$ cat src/hdl/lsq_pkg.sv
`default_nettype none
package lsq_pkg;

  localparam int ROWS = 64;
  localparam int COLS = 64;
  localparam int FIELD_W = 7;
  localparam int ROW_AW = (ROWS > 1) ? $clog2(ROWS) : 1;
  localparam int COL_AW = (COLS > 1) ? $clog2(COLS) : 1;
  localparam int CFG_IDX_W = 2;

  localparam logic [CFG_IDX_W-1:0] CFG_ROWS_USED = 2'd0;
  localparam logic [CFG_IDX_W-1:0] CFG_COLS_USED = 2'd1;

  localparam logic FUNC_TOGGLE = 1'b0;
  localparam logic FUNC_QUERY  = 1'b1;

  typedef enum logic [2:0] {
    S_IDLE,
    S_TGL_RD,
    S_TGL_WR,
    S_ROW_RD,
    S_ROW_WAIT,
    S_COL_RD,
    S_COL_CALC,
    S_DONE
  } state_e;

  typedef struct packed {
    logic               is_one;
    logic [FIELD_W-1:0] up;
    logic [FIELD_W-1:0] left;
    logic [FIELD_W-1:0] diag;
    logic [FIELD_W-1:0] best;
  } dp_in_t;

  typedef struct packed {
    logic [FIELD_W-1:0] cur;
    logic [FIELD_W-1:0] best;
  } dp_out_t;

endpackage
`default_nettype wire

$ cat src/hdl/lsq_dp.sv
`default_nettype none
// One square-side step: min of the three neighbours plus one, or zero on a clear bit.
module lsq_dp (
  input  wire lsq_pkg::dp_in_t  dp_i,
  output lsq_pkg::dp_out_t      dp_o
);

  logic [lsq_pkg::FIELD_W-1:0] m1;
  logic [lsq_pkg::FIELD_W-1:0] m2;
  logic [lsq_pkg::FIELD_W-1:0] cur;

  always_comb begin
    m1  = (dp_i.up < dp_i.left) ? dp_i.up : dp_i.left;
    m2  = (m1 < dp_i.diag) ? m1 : dp_i.diag;
    cur = dp_i.is_one ? (m2 + lsq_pkg::FIELD_W'(1)) : '0;
    dp_o.cur  = cur;
    dp_o.best = (cur > dp_i.best) ? cur : dp_i.best;
  end

endmodule
`default_nettype wire

$ cat config.mk
export PLATFORM = sky130hd
export DESIGN_NAME = lsq_dp
export DESIGN_NICKNAME = d
export VERILOG_FILES = /design/src/hdl/lsq_pkg.sv /design/src/hdl/lsq_dp.sv
export SDC_FILE = /design/constraint.sdc
export NUM_CORES = 1
export LEC_CHECK = 0
export ABC_AREA = 1
export BUFFER_PORTS_ARGS = -buffer_cell sky130_fd_sc_hd__buf_2
export CAP_MARGIN = 20
export CORE_ASPECT_RATIO = 1.2
export CORE_UTILIZATION = 50
export DETAILED_ROUTE_END_ITERATION = 12
export GPL_ROUTABILITY_DRIVEN = 0
export PLACE_DENSITY_LB_ADDON = 0.05
export SLEW_MARGIN = 20
export SYNTH_ARGS = -nofsm -noshare
export SYNTH_HDL_FRONTEND = slang
export SYNTH_SLANG_ARGS = --single-unit
$ cat constraint.sdc
create_clock -name vclk -period 7
set_clock_uncertainty 0.1 [all_clocks]
set_input_delay 1.05 -clock vclk [all_inputs]
set_output_delay 1.05 -clock vclk [all_outputs]
set_load 0.01 [all_outputs]
# Yosys cells after proc, flatten, opt, wreduce, memory -nomap -nowiden
# Cells that the tools add are included.
[word_totals] in_bits=29 reg_bits=0 out_inout_bits=14 wordCells=8
[op_classes] add_sub_neg=1 muxes=4 magnitude_cmp=3
[ops] operator="7-bit two-way mux" n=4
[ops] operator="7-bit less-than comparator" n=2
[ops] operator="7-bit by 1-bit adder with 7-bit output, second input constant" n=1
[ops] operator="7-bit greater-than comparator" n=1

# Longest topological paths before layout
# Gate-level depths: netlist of the first run.
[logic_depth] ltp_word=8 ltp_mapped=35 ltp_nobuf=35

# Worst setup path before layout of the first run
# Ideal clock, no wire load.
[synth_timing] path_type="input port to output port" from="input port dp_i[20] in the netlist's numbering" to="output port dp_o[0] in the netlist's numbering" required_time_ps=5850 path_slack_ps=1085 stages=28 n_path_buf=1 arrival_time_ps=4765 path_cell_list="inv_1 -> ha_1 -> nand2_1 -> inv_1 -> a21oi_2 -> nand2_2 -> buf_6 -> a21oi_1 -> ha_1 -> a21oi_1 -> nor2_1 -> a211oi_4 -> nand3_1 -> nand2_2 -> nand2_4 -> nor2_4 -> nand3_1 -> nand2_1 -> nor2_2 -> ha_1 -> nand4_1 -> inv_1 -> nand2_1 -> nand2_1 -> inv_1 -> a31oi_1 -> inv_1 -> o21ai_0"
[synth_lines] element="start, declared" line="lsq_dp.sv:4" text="input wire lsq_pkg::dp_in_t dp_i,"
[synth_lines] element="end, declared" line="lsq_dp.sv:5" text="output lsq_pkg::dp_out_t dp_o"

==> impl_metrics.ini, run 1 <==
[status]
outcome = completed

[sta]
worst_pin_slew_ns = 0.397
slew_viol_final = 0
fin_crit_sh_pct = 90.8
finalSetupViolCount = 0
setup_tns_ns = 0
rsz0062_at_grt = false
relSlewSlack_pct = 73.4
hold_viol_final = 0
fin_crit_ns = 6.36
fmax_mhz = 157

[layout]
seq_cells = 0
diodes = 0
regArea_um2 = 0
multi_input_area_um2 = 796
fillers = 176
n_clock_buffer = 0
layout-drive-gt1-share_pct = 29.6
nets = 263
final-instance-count-excl-fill = 231
syn_to_final_growth_pct = 23.8

[synthesis]
syn_area_um2 = 953
yosys.area.top_type = ha_1
ys_types = 19
ys_warn_count = 0
syn_avg_cell_area_um2 = 5.58
syn_nets = 219
yosys-top-cells-count = nand2_1, inv_1, ha_1
synth_most_common_cell = nand2_1
synth_cells = 171
synth_top_area_share_pct = 24.9
ys_seq_area_share_pct = 0
synth.top_cells.by_area = ha_1, nand2_1, inv_1

[pwr]
power_frac_clock_pct = 0
p_total_uw = 162
worst_ir_drop_vdd_mv = 0.0675
power_frac_comb_pct = 100.0
pwr-share-seq_pct = 0
intPower_uw = 61.8
p_sw_share_pct = 61.8
p_per_area_nw_per_um2 = 137
switchingPower_uw = 100
p_leak_uw = 0.000810

[placed_design]
place_inst = 231
portBuffers = 43
dp_hpwl_um = 2000

[setup_path]
critPathSlowestCell = a31oi_1
crit_type = input pin to output pin
cp_max_fo = 13
cp_common_cell = nand2_1
crit_arrival_ns = 5.21
startpoint_type = input pin
worstPathRequired_ns = 5.85
max_stage_delay_ns = 0.32
cp-end-kind = output pin

[die]
coreArea_um2 = 1700
die_h_um = 49.8
die_x_um = 41.9
die_area_um2 = 2090
start_util_pct = 56.0
fp-row-count = 16
io_pins = 43

[detailed_routing]
detail-route-antenna-nets = 0
num_vias = 1133
dr.pass1.iters = 4
vias_per_cell = 4.90
avgRoutedWirePerCell_um = 9.23
wirelength_um = 2130
dr.first_iter.drc_count = 11
route.detailed.drc = 0

[grt]
grt_pass1_wl_um = 3950
grt_max_degree = 14
grt_pass1_vias = 1069
antenna_found_initial = 0
grtUsageTotal_pct = 22.8
grt_remaining_overflow = 0

[job]
cap_viol_max_count = 0

[cts]
hold_buffers = 0

[min_path]
hold_path_class = input pin to output pin
-- critical path, delay by kind of cell --
kind | cells | cell delay (ns)
AOI/OAI and AO/OA | 7 | 1.58
and+or+nand+nor | 13 | 1.17
adders and majority gates | 3 | 0.88
buffers and inverters | 6 | 0.55
-- repair_timing --
| action | 4_1_cts | 5_1_grt |
|---|---|---|
| endpoints found under the hold margin | 0 | 0 |
| gates resized for setup | 0 | 1 |
| buffers inserted | 0 | 0 |
| endpoints found under the setup margin | 0 | 2 |
-- layout by cell type (no fill, tap or decap), drive strengths merged --
cell and instances:
nand2 57, buf 43, inv 39, ha 19, nor2 16, a21oi 12, nand3 11, o21ai 10
nand4 3, a211oi 2, a31oi 1
-- worst paths after layout --
kind,start,to,slack [ns],cells past startpoint
worst max-delay path,dp_i[16],dp_o[0],0.64,29
worst min-delay path,dp_i[5],dp_o[5],2.30,4
-- metal layers --
layer / global-route usage (%) / share of wire (%) / up-vias
met1: 22.6 / 39 / 469
li1: - / - / 627
met3: 1.10 / 3.6 / 6
met2: 49.2 / 54 / 31
met5: 0 / 0 / -
met4: 4.84 / 2.7 / 0
-- cell families (layout without fill, tap and decap cells) --
family / Yosys count / after routing / share of synthesized area [%]
buf+inv: 40 / 82 / 16.5
compound gates: 25 / 25 / 16.3
fa+ha+maj: 19 / 19 / 24.9
simple gates: 87 / 87 / 42.3
-- power by group through the flow --
stage          logic (µW)  registers, µW  clock network [µW]
2_1_floorplan         118              0                   0
6_report              162              0                   0
5_1_grt               187              0                   0
3_3_place_gp          157              0                   0
3_5_place_dp          163              0                   0
4_1_cts               163              0                   0
-- layout make-up --
class | count | area share (%)
Tap cell | 18 | 1.91
Multi-Input combinational cell | 131 | 67.4
Inverter | 39 | 12.4
Timing Repair Buffer | 43 | 18.2
-- through the flow --
stage,setup WS [ns],hold slack [ns],cell area (µm²),util [%]
global placement,0.654,2.30,1180,69.3
global route,0.0704,2.34,1180,69.3
CTS,0.543,2.30,1180,69.3
floorplan,1.09,2.12,953,-
detailed placement,0.557,2.30,1180,69.3
finish,0.643,2.30,1180,69.3
Note: power is estimated with default switching activity, not from simulation.
==> run 2: changes to the inputs <==
BUFFER_PORTS_ARGS = -buffer_cell sky130_fd_sc_hd__clkbuf_2   (was -buffer_cell sky130_fd_sc_hd__buf_2)
CORE_MARGIN = 10   (was unset)
==> run 2 against run 1 <==
  * Setup slack worse by 0.013 ns
  * Critical path depth up 3
  * Combinational power about the same
  * Critical path type unchanged
==> impl_metrics.ini, run 2 (synthesis gave the netlist of run 1 again) <==
[status]
outcome = completed

[layout]
regArea_um2 = 0
n_clock_buffer = 0
seq_cells = 0
layout-drive-gt1-share_pct = 29.6
diodes = 0
stdcell_area_um2 = 1190
mostFrequentLayoutCell = nand2_1
syn_to_final_growth_pct = 24.5
final_cell_mix = nand2_1, clkbuf_2, inv_1
nets = 263

[detailed_routing]
dr.first_iter.drc_count = 24
num_vias = 1122
avgRoutedWirePerCell_um = 10.2
route.detailed.drc = 0
wirelength_um = 2360
vias_per_cell = 4.84
dr.pass1.iters = 4
detail-route-antenna-nets = 0

[grt]
grt_pass1_wl_um = 4040
antenna_found_initial = 0
grt_remaining_overflow = 0
grt_pass1_vias = 1053
grt_max_degree = 14
grtUsageTotal_pct = 11.4

[placed_design]
dp_hpwl_um = 2260
placed_area_um2 = 1180
pre_cts_ws_ns = 0.555
portBuffers = 43

[setup_path]
crit_arrival_ns = 5.22
worstPathRequired_ns = 5.85
critPathSlowestCell = ha_1
crit_type = input pin to output pin
worst-path-buf-inv = 8
cp-end-kind = output pin
startpoint_type = input pin
max_stage_delay_ns = 0.29
path_depth = 32
critical-path-top-delay-family = compound AO/OA/AOI/OAI gates
worstSetupEndpoint = dp_o[0]
cp_common_cell = nand2_1
startpoint = dp_i[20]
cp_max_fo = 13

[sta]
relSlewSlack_pct = 78.0
setup_tns_ns = 0
worst_pin_slew_ns = 0.329
fin_ws_ns = 0.630
slew_viol_final = 0
fin_crit_ns = 6.37
rsz0062_at_grt = false
hold_viol_final = 0
fmax_mhz = 157
fin_crit_sh_pct = 91.0
finalSetupViolCount = 0

[die]
die_h_um = 67.8
fp-row-count = 17
coreArea_um2 = 1830
start_util_pct = 52.1
die_area_um2 = 4060
io_pins = 43
die_x_um = 59.9

[pwr]
p_per_area_nw_per_um2 = 137
worst_ir_drop_vdd_mv = 0.0716
p_leak_uw = 0.000815

[min_path]
hold_path_class = input pin to output pin

[job]
cap_viol_max_count = 0

[cts]
post_cts_buffers = 0
run 2: worst min-delay path by stage:
stage	from	endpoint	slack, ns	cells past startpoint
finish	dp_i[5]	dp_o[5]	2.31	4
global route	dp_i[6]	dp_o[6]	2.33	4
detailed placement	dp_i[5]	dp_o[5]	2.31	4
global placement	dp_i[6]	dp_o[6]	2.31	4
floorplan	dp_i[6]	dp_o[6]	2.12	2
CTS	dp_i[5]	dp_o[5]	2.31	4
run 2: final cells by class:
class                      count  area (µm²)
inverter                      39         146
fill                         185         642
multi-input combinational    131         802
tap                           19        23.8
timing repair buffer          43         215
run 2: through the flow:
step / util, % / power (µW) / hold slack (ns) / instances
2_1_floorplan: - / 118 / 2.12 / 171
3_3_place_gp: 64.6 / 159 / 2.31 / 232
3_5_place_dp: 64.6 / 163 / 2.31 / 232
4_1_cts: 64.6 / 164 / 2.31 / 232
5_1_grt: 64.9 / 189 / 2.33 / 232
6_report: 64.9 / 163 / 2.31 / 232
run 2: metal layers:
| metal | vias up | share of wire, % | global-route usage (%) |
|---|---|---|---|
| met1 | 475 | 37 | 11.6 |
| met3 | 0 | 7.8 | 2.22 |
| met4 | 0 | 0 | 0 |
| met5 | - | 0 | 0 |
| met2 | 20 | 55 | 24.0 |
| li1 | 627 | - | - |
run 2: power by group:
part | switching [µW] | internal, µW | total, µW | leakage [µW]
Clock | 0 | 0 | 0 | 0
Combinational | 101 | 61.9 | 163 | 0.000815
Sequential | 0 | 0 | 0 | 0
run 2: timing repair:
| item | 4_1_cts | 5_1_grt |
|---|---|---|
| endpoints found under the setup margin | 0 | 3 |
| resized for setup | 0 | 1 |
| hold buffers | 0 | 0 |
