==> src/hdl/lsq_ram.sv <==
`default_nettype none
module lsq_ram #(
  parameter int Width = 8,
  parameter int Depth = 64
) (
  input  wire logic                     clk_i,
  input  wire logic                     we_i,
  input  wire logic [$clog2(Depth)-1:0] waddr_i,
  input  wire logic [Width-1:0]         wdata_i,
  input  wire logic [$clog2(Depth)-1:0] raddr_i,
  output logic      [Width-1:0]         rdata_o
);

  logic [Width-1:0] mem [Depth];
  logic [Width-1:0] rdata_q;

  always_ff @(posedge clk_i) begin
    if (we_i) begin
      mem[waddr_i] <= wdata_i;
    end
    rdata_q <= mem[raddr_i];
  end

  assign rdata_o = rdata_q;

endmodule
`default_nettype wire

==> config.mk <==
export PLATFORM = sky130hd
export DESIGN_NAME = lsq_ram
export DESIGN_NICKNAME = d
export VERILOG_FILES = /design/src/hdl/lsq_ram.sv
export SDC_FILE = /design/constraint.sdc
export NUM_CORES = 1
export LEC_CHECK = 0
export BUFFER_PORTS_ARGS = -buffer_cell sky130_fd_sc_hd__buf_4
export CAP_MARGIN = 15
export CORE_MARGIN = 3
export CORE_UTILIZATION = 46
export DETAILED_ROUTE_END_ITERATION = 10
export HOLD_SLACK_MARGIN = 0.15
export PLACE_DENSITY = 0.68
export SYNTH_ARGS = -nofsm -noshare
export SYNTH_HDL_FRONTEND = slang
export SYNTH_SLANG_ARGS = --single-unit
==> constraint.sdc <==
create_clock -name clk_i -period 2.04 [get_ports clk_i]
set_input_delay 0.102 -clock clk_i [delete_from_list [all_inputs] [get_ports clk_i]]
set_output_delay 0.102 -clock clk_i [all_outputs]
set_load 0.01 [all_outputs]
# Word-level counts from Yosys, hierarchy flattened
# Memories as Yosys holds them, arrays and structs flattened. A register that Yosys moved wholly into a read port is not among the register bits.
# Index checks and enable logic that the tools add are counted.
[classes]
mux = 2
[ops]
columns = ["cell", "n"]
rows = [
  ["$mux W1", 2],
]
[word_totals]
mem_count = 1
inputBits = 22
regBits = 0
ramBits = 512
output_inout_bits = 8
[mem_list]
columns = ["memory", "depth", "word_bits", "rd", "rd_clocked_by_memory_dff", "wr", "line", "text"]
rows = [
  ["mem", 64, 8, 1, 1, 1, "14", "logic [Width-1:0] mem [Depth];"],
]

# Logic depth before layout (Yosys ltp)
# Gate-level depths: netlist of run 1.
[logic_depth]
depth_word = 2
ltp_mapped = 9
mapped_depth_nobuf = 5

# Worst setup path before layout of run 1
# OpenSTA, ideal clock, no wires.
[synth_path]
kind = "input to register"
from = "input raddr_i[1]"
to = "register rdata_q[3] (netlist: rdata_o[3]), read port of mem"
setup_slack_ps = 270
path_stages = 7
path_buffers = 3
arrival_ps = 1642
required_ps = 1912
setup_ps = 128
path_cell_list = "buf_4 > buf_2 > buf_2 > mux4_2 > mux4_2 > o21ai_1 > o41ai_1"
[synth_rtl]
columns = ["element", "line", "text"]
rows = [
  ["start, declared", "10", "input wire logic [$clog2(Depth)-1:0] raddr_i,"],
  ["end, declared", "15", "logic [Width-1:0] rdata_q;"],
]

# Final worst setup path of run 1
[layout_path]
from = "input waddr_i[2]"
to = "memory mem[1][1], enable pin"
[layout_rtl]
columns = ["element", "line", "text"]
rows = [
  ["start, declared", "8", "input wire logic [$clog2(Depth)-1:0] waddr_i,"],
  ["end, declared", "14", ""],
]
# No word-level cell before the write port.

==> qor.yml, run 1 <==
synthesis:
  syn_area_um2: 20200
  synth_edf_count: 512
  synth_cell_types: 40
  synth_cells: 940
  ys.flop_type: "edfxtp_1"
  ys_seq_elements: 520
  avgSynthCellArea_um2: 21.5
  synthArstFlopShare: 0
  synth.yosys.warnings: 0
  syn_nets: 962
  synth-seq-area-share: 0.770
clock_network:
  clk_path_buf_depth: 3
  cts_root_buf: "clkbuf_16"
  clkSlewWorstSetupHoldPaths_ns: 0.06
  cts_made_buffers: 51
  numClockSinks: 520
  h-tree-depth: 2
  postCtsSetupBuffers: 0
  cts_tree: "built"
  clk_latency_ns: 0.57
placement:
  place_area_um2: 21900
  dp_slack_ns: -0.186
  hpwl_um: 28400
  port_buffers: 29
  dp_cells: 1633
  gp_congestion: 0.824
timing:
  rsz0062_at_grt: "false"
  setup_viol: 0
  fin_setup_tns_ns: 0
  fmax_mhz: 494
  drv_slew: 0
  finalWorstSetupSlack_ns: 0.0169
  timing.final.crit_share: 0.992
  finalCriticalPeriod_ns: 2.02
  hold_violations: 0
  max_slew_margin: 0.524
  fin_skew_ns: 0.0149
  hold_ws_ns: 0.280
  worst_pin_slew_ns: 0.714
floorplan:
  die_width_um: 215
  core_area_um2: 43200
  ios: 30
  row_count: 76
  dieArea_um2: 46400
  start_util: 0.467
  die_h_um: 215
grt:
  first_global_vias: 10300
  grt_start_max_net_pins: 65
  antenna_found_initial: 2
  grt_first_pass_wirelength_um: 67400
  gr-total-overflow: 0
  grt_use_total: 0.196
cells_and_area:
  layout_commonest_cell: "edfxtp_1"
  final_nets: 1139
  mostFrequentLayoutCells: "edfxtp_1 (512), buf_4 (147), mux4_2 (126), nor2_1 (82), clkbuf_16 (51)"
  drive_gt1_frac: 0.316
  fin_area_um2: 23600
  syn2layout_area_growth_pct: 17.2
  finalNonFillerCells: 1744
  fin_util: 0.548
pwr:
  leakagePower_nw: 7.63
  vdd_ir_drop_max_mv: 0.596
  cellPowerDensity_nw_per_um2: 925
  design_power_total_mw: 21.9
route:
  ant_nets: 0
  dr.first_iter.drc_count: 1042
  viasPerCell: 5.77
  vias: 10100
  first_pass_iters: 5
  drc: 0
  wl_um: 45000
  post_drt_wl_per_cell_um: 25.8
setup_path:
  path_class: "input port to register"
  critPathArrivalTime_ns: 2.29
  cp_data_required_time_ns: 2.30
  crit_fanout: 10
  endpoint_kind: "register"
  crit_path_start_kind: "input port"
worst_hold_path:
  min_path_type: "input port to register"
flow_run:
  drv_cap: 0
run_status:
  outcome: "finished, final reports clean"
layout make-up:
class,count,area [µm²]
fill,3267,19500
antenna,2,5.00
multi-input combinational,369,4330
tap,585,732
timing repair buffer,175,1500
clock buffer,73,1370
sequential,520,15500
clock inverter,20,176
cell usage after synthesis (all sizes together), types with 4 or more instances:
cell / instances / area, µm²
nand2b: 7 / 43.8
mux4: 126 / 2840
o21ai: 4 / 20.0
nor2b: 14 / 87.6
mux2i: 23 / 230
nand3: 13 / 65.1
a221oi: 6 / 52.6
o22ai: 8 / 50.1
mux2: 13 / 146
nor3: 7 / 35.0
buf: 34 / 253
a211oi: 4 / 30.0
dfxtp: 8 / 160
nor2: 83 / 312
edfxtp: 512 / 15400
clkbuf: 17 / 63.8
o221ai: 8 / 70.1
nand2: 19 / 71.3
registers in the layout, indices dropped and copies added (netlist names):
signal,cells
mem,512
rdata_o,8
cell families (layout without fill, tap and decap cells):
kind of cell	Yosys count	in the layout	share of synthesized area
other cells	0	2	0
compound gates	54	54	0.0207
mux	162	162	0.159
buf+inv	51	268	0.0157
simple gates	153	153	0.0339
flops	520	520	0.770
final timing paths:
path	startpoint	endpoint	slack [ns]	cells past startpoint
max reg2reg	mem[29][4]	rdata_o[4]	0.07	5
max	waddr_i[2]	mem[1][1]	0.02	7
min	we_i	mem[55][3]	0.28	4
min reg2reg	mem[22][1]	rdata_o[1]	0.81	4
where the power goes:
part | switching, mW | internal (mW) | leakage, nW
registers | 0.0435 | 11.8 | 4.67
clock network | 3.74 | 5.04 | 0.752
logic | 0.694 | 0.535 | 2.21
critical path: stages:
cell and delay (ns):
dlygate4sd3_1 0.59, buf_4 0.19, nor2_1 0.16, nand3_1 0.13
dlygate4sd3_1 0.62, nor2_2 0.25, buf_4 0.24
metal layers:
metal,track usage,routed length (µm),vias up
li1,-,-,4287
met1,0.286,18900,5265
met2,0.304,21200,444
met3,0.0505,4050,58
met4,0.0427,774,2
met5,0,54,-
what timing repair did:
action,CTS,global route
resized for setup,1,2
pin swaps,0,0
endpoints found under the setup margin,1,7
hold endpoints to repair,494,0
hold buffers,16,0
Note: power is estimated with default switching activity, not from simulation.
==> inputs of run 2 (changes only) <==
PLACE_DENSITY = 0.71   (was 0.68)
clock period = 1.7 ns   (was 2.04 ns; I/O delays follow)
==> run 2 against run 1 <==
Compared with the run above:
- the run now ends with negative setup slack left
- sequential power up 19%
- count of clock-buffer cells in the layout down 3
- critical endpoint is now rdata_o[4]
- worst hold slack worse by 0.066 ns
- power up 21%
- largest cell class unchanged
==> qor.yml, run 2 (synthesized netlist as in run 1, its figures left out) <==
cells_and_area:
  syn2layout_area_growth_pct: 19.3
  largest_register_ffs: 512  # unchanged
  final_nets: 1166  # +2.4%
  fin_util: 0.557  # +0.00974
  antenna_cells: 0  # -2
  mostFrequentLayoutCells: "edfxtp_1 (512), buf_4 (167), mux4_2 (126), nor2_1 (80), clkbuf_16 (53)"
  drive_gt1_frac: 0.345  # +0.0283
  regArea_um2: 15500  # unchanged
  nFillCells: 3216  # -1.6%
  layout_commonest_cell: "edfxtp_1"
  regMostFlops: "mem"
  multi_input_area_um2: 4440  # +2.7%
floorplan:
  die_h_um: 215  # unchanged
  ios: 30  # unchanged
  start_util: 0.467  # unchanged
  core_area_um2: 43200  # unchanged
  dieArea_um2: 46400  # unchanged
  row_count: 76  # unchanged
  die_width_um: 215  # unchanged
timing:
  worst_pin_slew_ns: 0.742  # +0.0278 ns
  fin_setup_tns_ns: -0.786  # -0.786 ns
  max_slew_margin: 0.501  # -0.0231
  drv_slew: 0  # unchanged
  rsz0062_at_grt: "true"
  hold_violations: 0  # unchanged
  setup_viol: 7  # +7
  finalCriticalPeriod_ns: 1.97
  fmax_mhz: 508
  timing.final.crit_share: 1.16
  finalWorstSetupSlack_ns: -0.267  # -0.284 ns
  fin_skew_ns: 0.0109  # -0.00395 ns
clock_network:
  h-tree-depth: 2  # unchanged
  numClockSinks: 520  # unchanged
  cts_made_buffers: 51  # unchanged
  postCtsSetupBuffers: 0  # unchanged
  cts_tree: "built"
  clk_latency_ns: 0.56  # about the same
  clk_path_buf_depth: 3  # unchanged
  clkSlewWorstSetupHoldPaths_ns: 0.06  # about the same
  cts_root_buf: "clkbuf_16"
pwr:
  vdd_ir_drop_max_mv: 0.923  # +55%
  cellPowerDensity_nw_per_um2: 1100  # +19%
  leakagePower_nw: 7.84  # +2.7%
setup_path:
  crit_path_start_kind: "register"
  crit_fanout: 1  # -9
  path_class: "register to register"
  crit_start: "mem[21][4]"
  cp_top_family: "multiplexers"
  cp_data_required_time_ns: 2.13  # -0.17 ns
  timing.rr.start: "mem[21][4]"
  endpoint_kind: "register"
  critPathMaxStageDelay_ns: 0.48  # -0.14 ns
  path_cells: "mux4_2 > mux2_4 > o221a_4 > nor3_4 > o32ai_2"
  slowest_stage: "mux4_2"
  critPathArrivalTime_ns: 2.40  # +0.11 ns
  worstPathBufferInverterCount: 0  # -4
worst_hold_path:
  hold_start: "waddr_i[0]"
  min_path_type: "input port to register"
route:
  ant_nets: 0  # unchanged
  wl_um: 46700  # +3.7%
  first_pass_iters: 5  # unchanged
  post_drt_wl_per_cell_um: 26.4  # +2.4%
  vias: 10300  # +2.3%
  viasPerCell: 5.83  # +1.0%
  dr.first_iter.drc_count: 1233  # +18%
  drc: 0  # unchanged
grt:
  gr-total-overflow: 0  # unchanged
  first_global_vias: 10500  # +2.2%
  antenna_found_initial: 1  # -1
  grt_first_pass_wirelength_um: 69500  # +3.2%
  grt_start_max_net_pins: 65  # unchanged
  grt_use_total: 0.202  # +0.00609
flow_run:
  drv_cap: 0  # unchanged
placement:
  port_buffers: 29  # unchanged
  gp_congestion: 0.825  # +0.21%
  hpwl_um: 29500  # +3.8%
run_status:
  outcome: "finished with violations"
  violations: "negative setup slack"
-- run 2: cell types whose count changed in the layout (fill, tap and decap cells not counted), moves of 3 or more --
cell,before,now
a221oi_2,0,3
clkinv_1,8,13
clkbuf_1,21,14
a221oi_1,6,3
buf_12,11,18
mux2_4,0,3
clkinv_2,6,2
mux2_2,13,10
buf_4,147,167
-- run 2: worst reg2reg max path, delay by kind of cell, from the launching register on --
kind / cells / cell delay [ns]
AND/OR/NAND/NOR: 1 / 0.25
AO/OA/AOI/OAI: 2 / 0.43
multiplexers: 2 / 0.78
flip-flops: 1 / 0.38
-- run 2: metal layers --
metal / track usage / routed length, µm / share of wire
met1: 0.286 / 18900 / 0.40
met2: 0.320 / 22300 / 0.48
met3: 0.0483 / 4330 / 0.093
met4: 0.0555 / 1170 / 0.025
met5: 0 / 13 / 0.00028
-- run 2: per-stage QoR --
step | power (mW) | hold WS [ns] | setup slack, ns | cell area (µm²) | instances
detailed placement | 16.0 | 0.476 | -0.447 | 22200 | 1661
finish | 26.5 | 0.214 | -0.267 | 24100 | 1766
global placement | 16.0 | 0.484 | -0.434 | 22200 | 1661
global route | 27.2 | 0.247 | -0.309 | 24100 | 1766
CTS | 26.6 | 0.177 | -0.243 | 24000 | 1764
floorplan | 15.3 | 0.184 | 0.00708 | 20200 | 940
-- run 2: final cells by class --
type	instances	area share
Clock buffer	70	0.0590
Clock inverter	20	0.00603
Multi-Input combinational cell	369	0.185
Sequential cell	520	0.646
Tap cell	585	0.0304
Timing Repair Buffer	202	0.0743
-- run 2: final timing paths --
path / end / slack (ns) / depth (start not counted)
worst max register to register: rdata_o[4] / -0.27 / 5
worst max-delay path: rdata_o[4] / -0.27 / 5
worst min register to register: rdata_o[2] / 0.85 / 4
worst min-delay path: mem[51][3] / 0.21 / 4
-- run 2: power by group --
group	leakage [nW]	internal, mW	switching, mW	total [mW]
combinational	2.41	0.694	0.891	1.58
clock	0.754	6.11	4.52	10.6
sequential	4.67	14.2	0.0515	14.2
total	7.84	21.0	5.46	26.5
-- run 2: what timing repair did --
item,CTS,global route
pin swaps,2,1
gates resized for setup,20,8
hold endpoints to repair,528,1
hold buffers,14,2
endpoints found under the setup margin,8,45
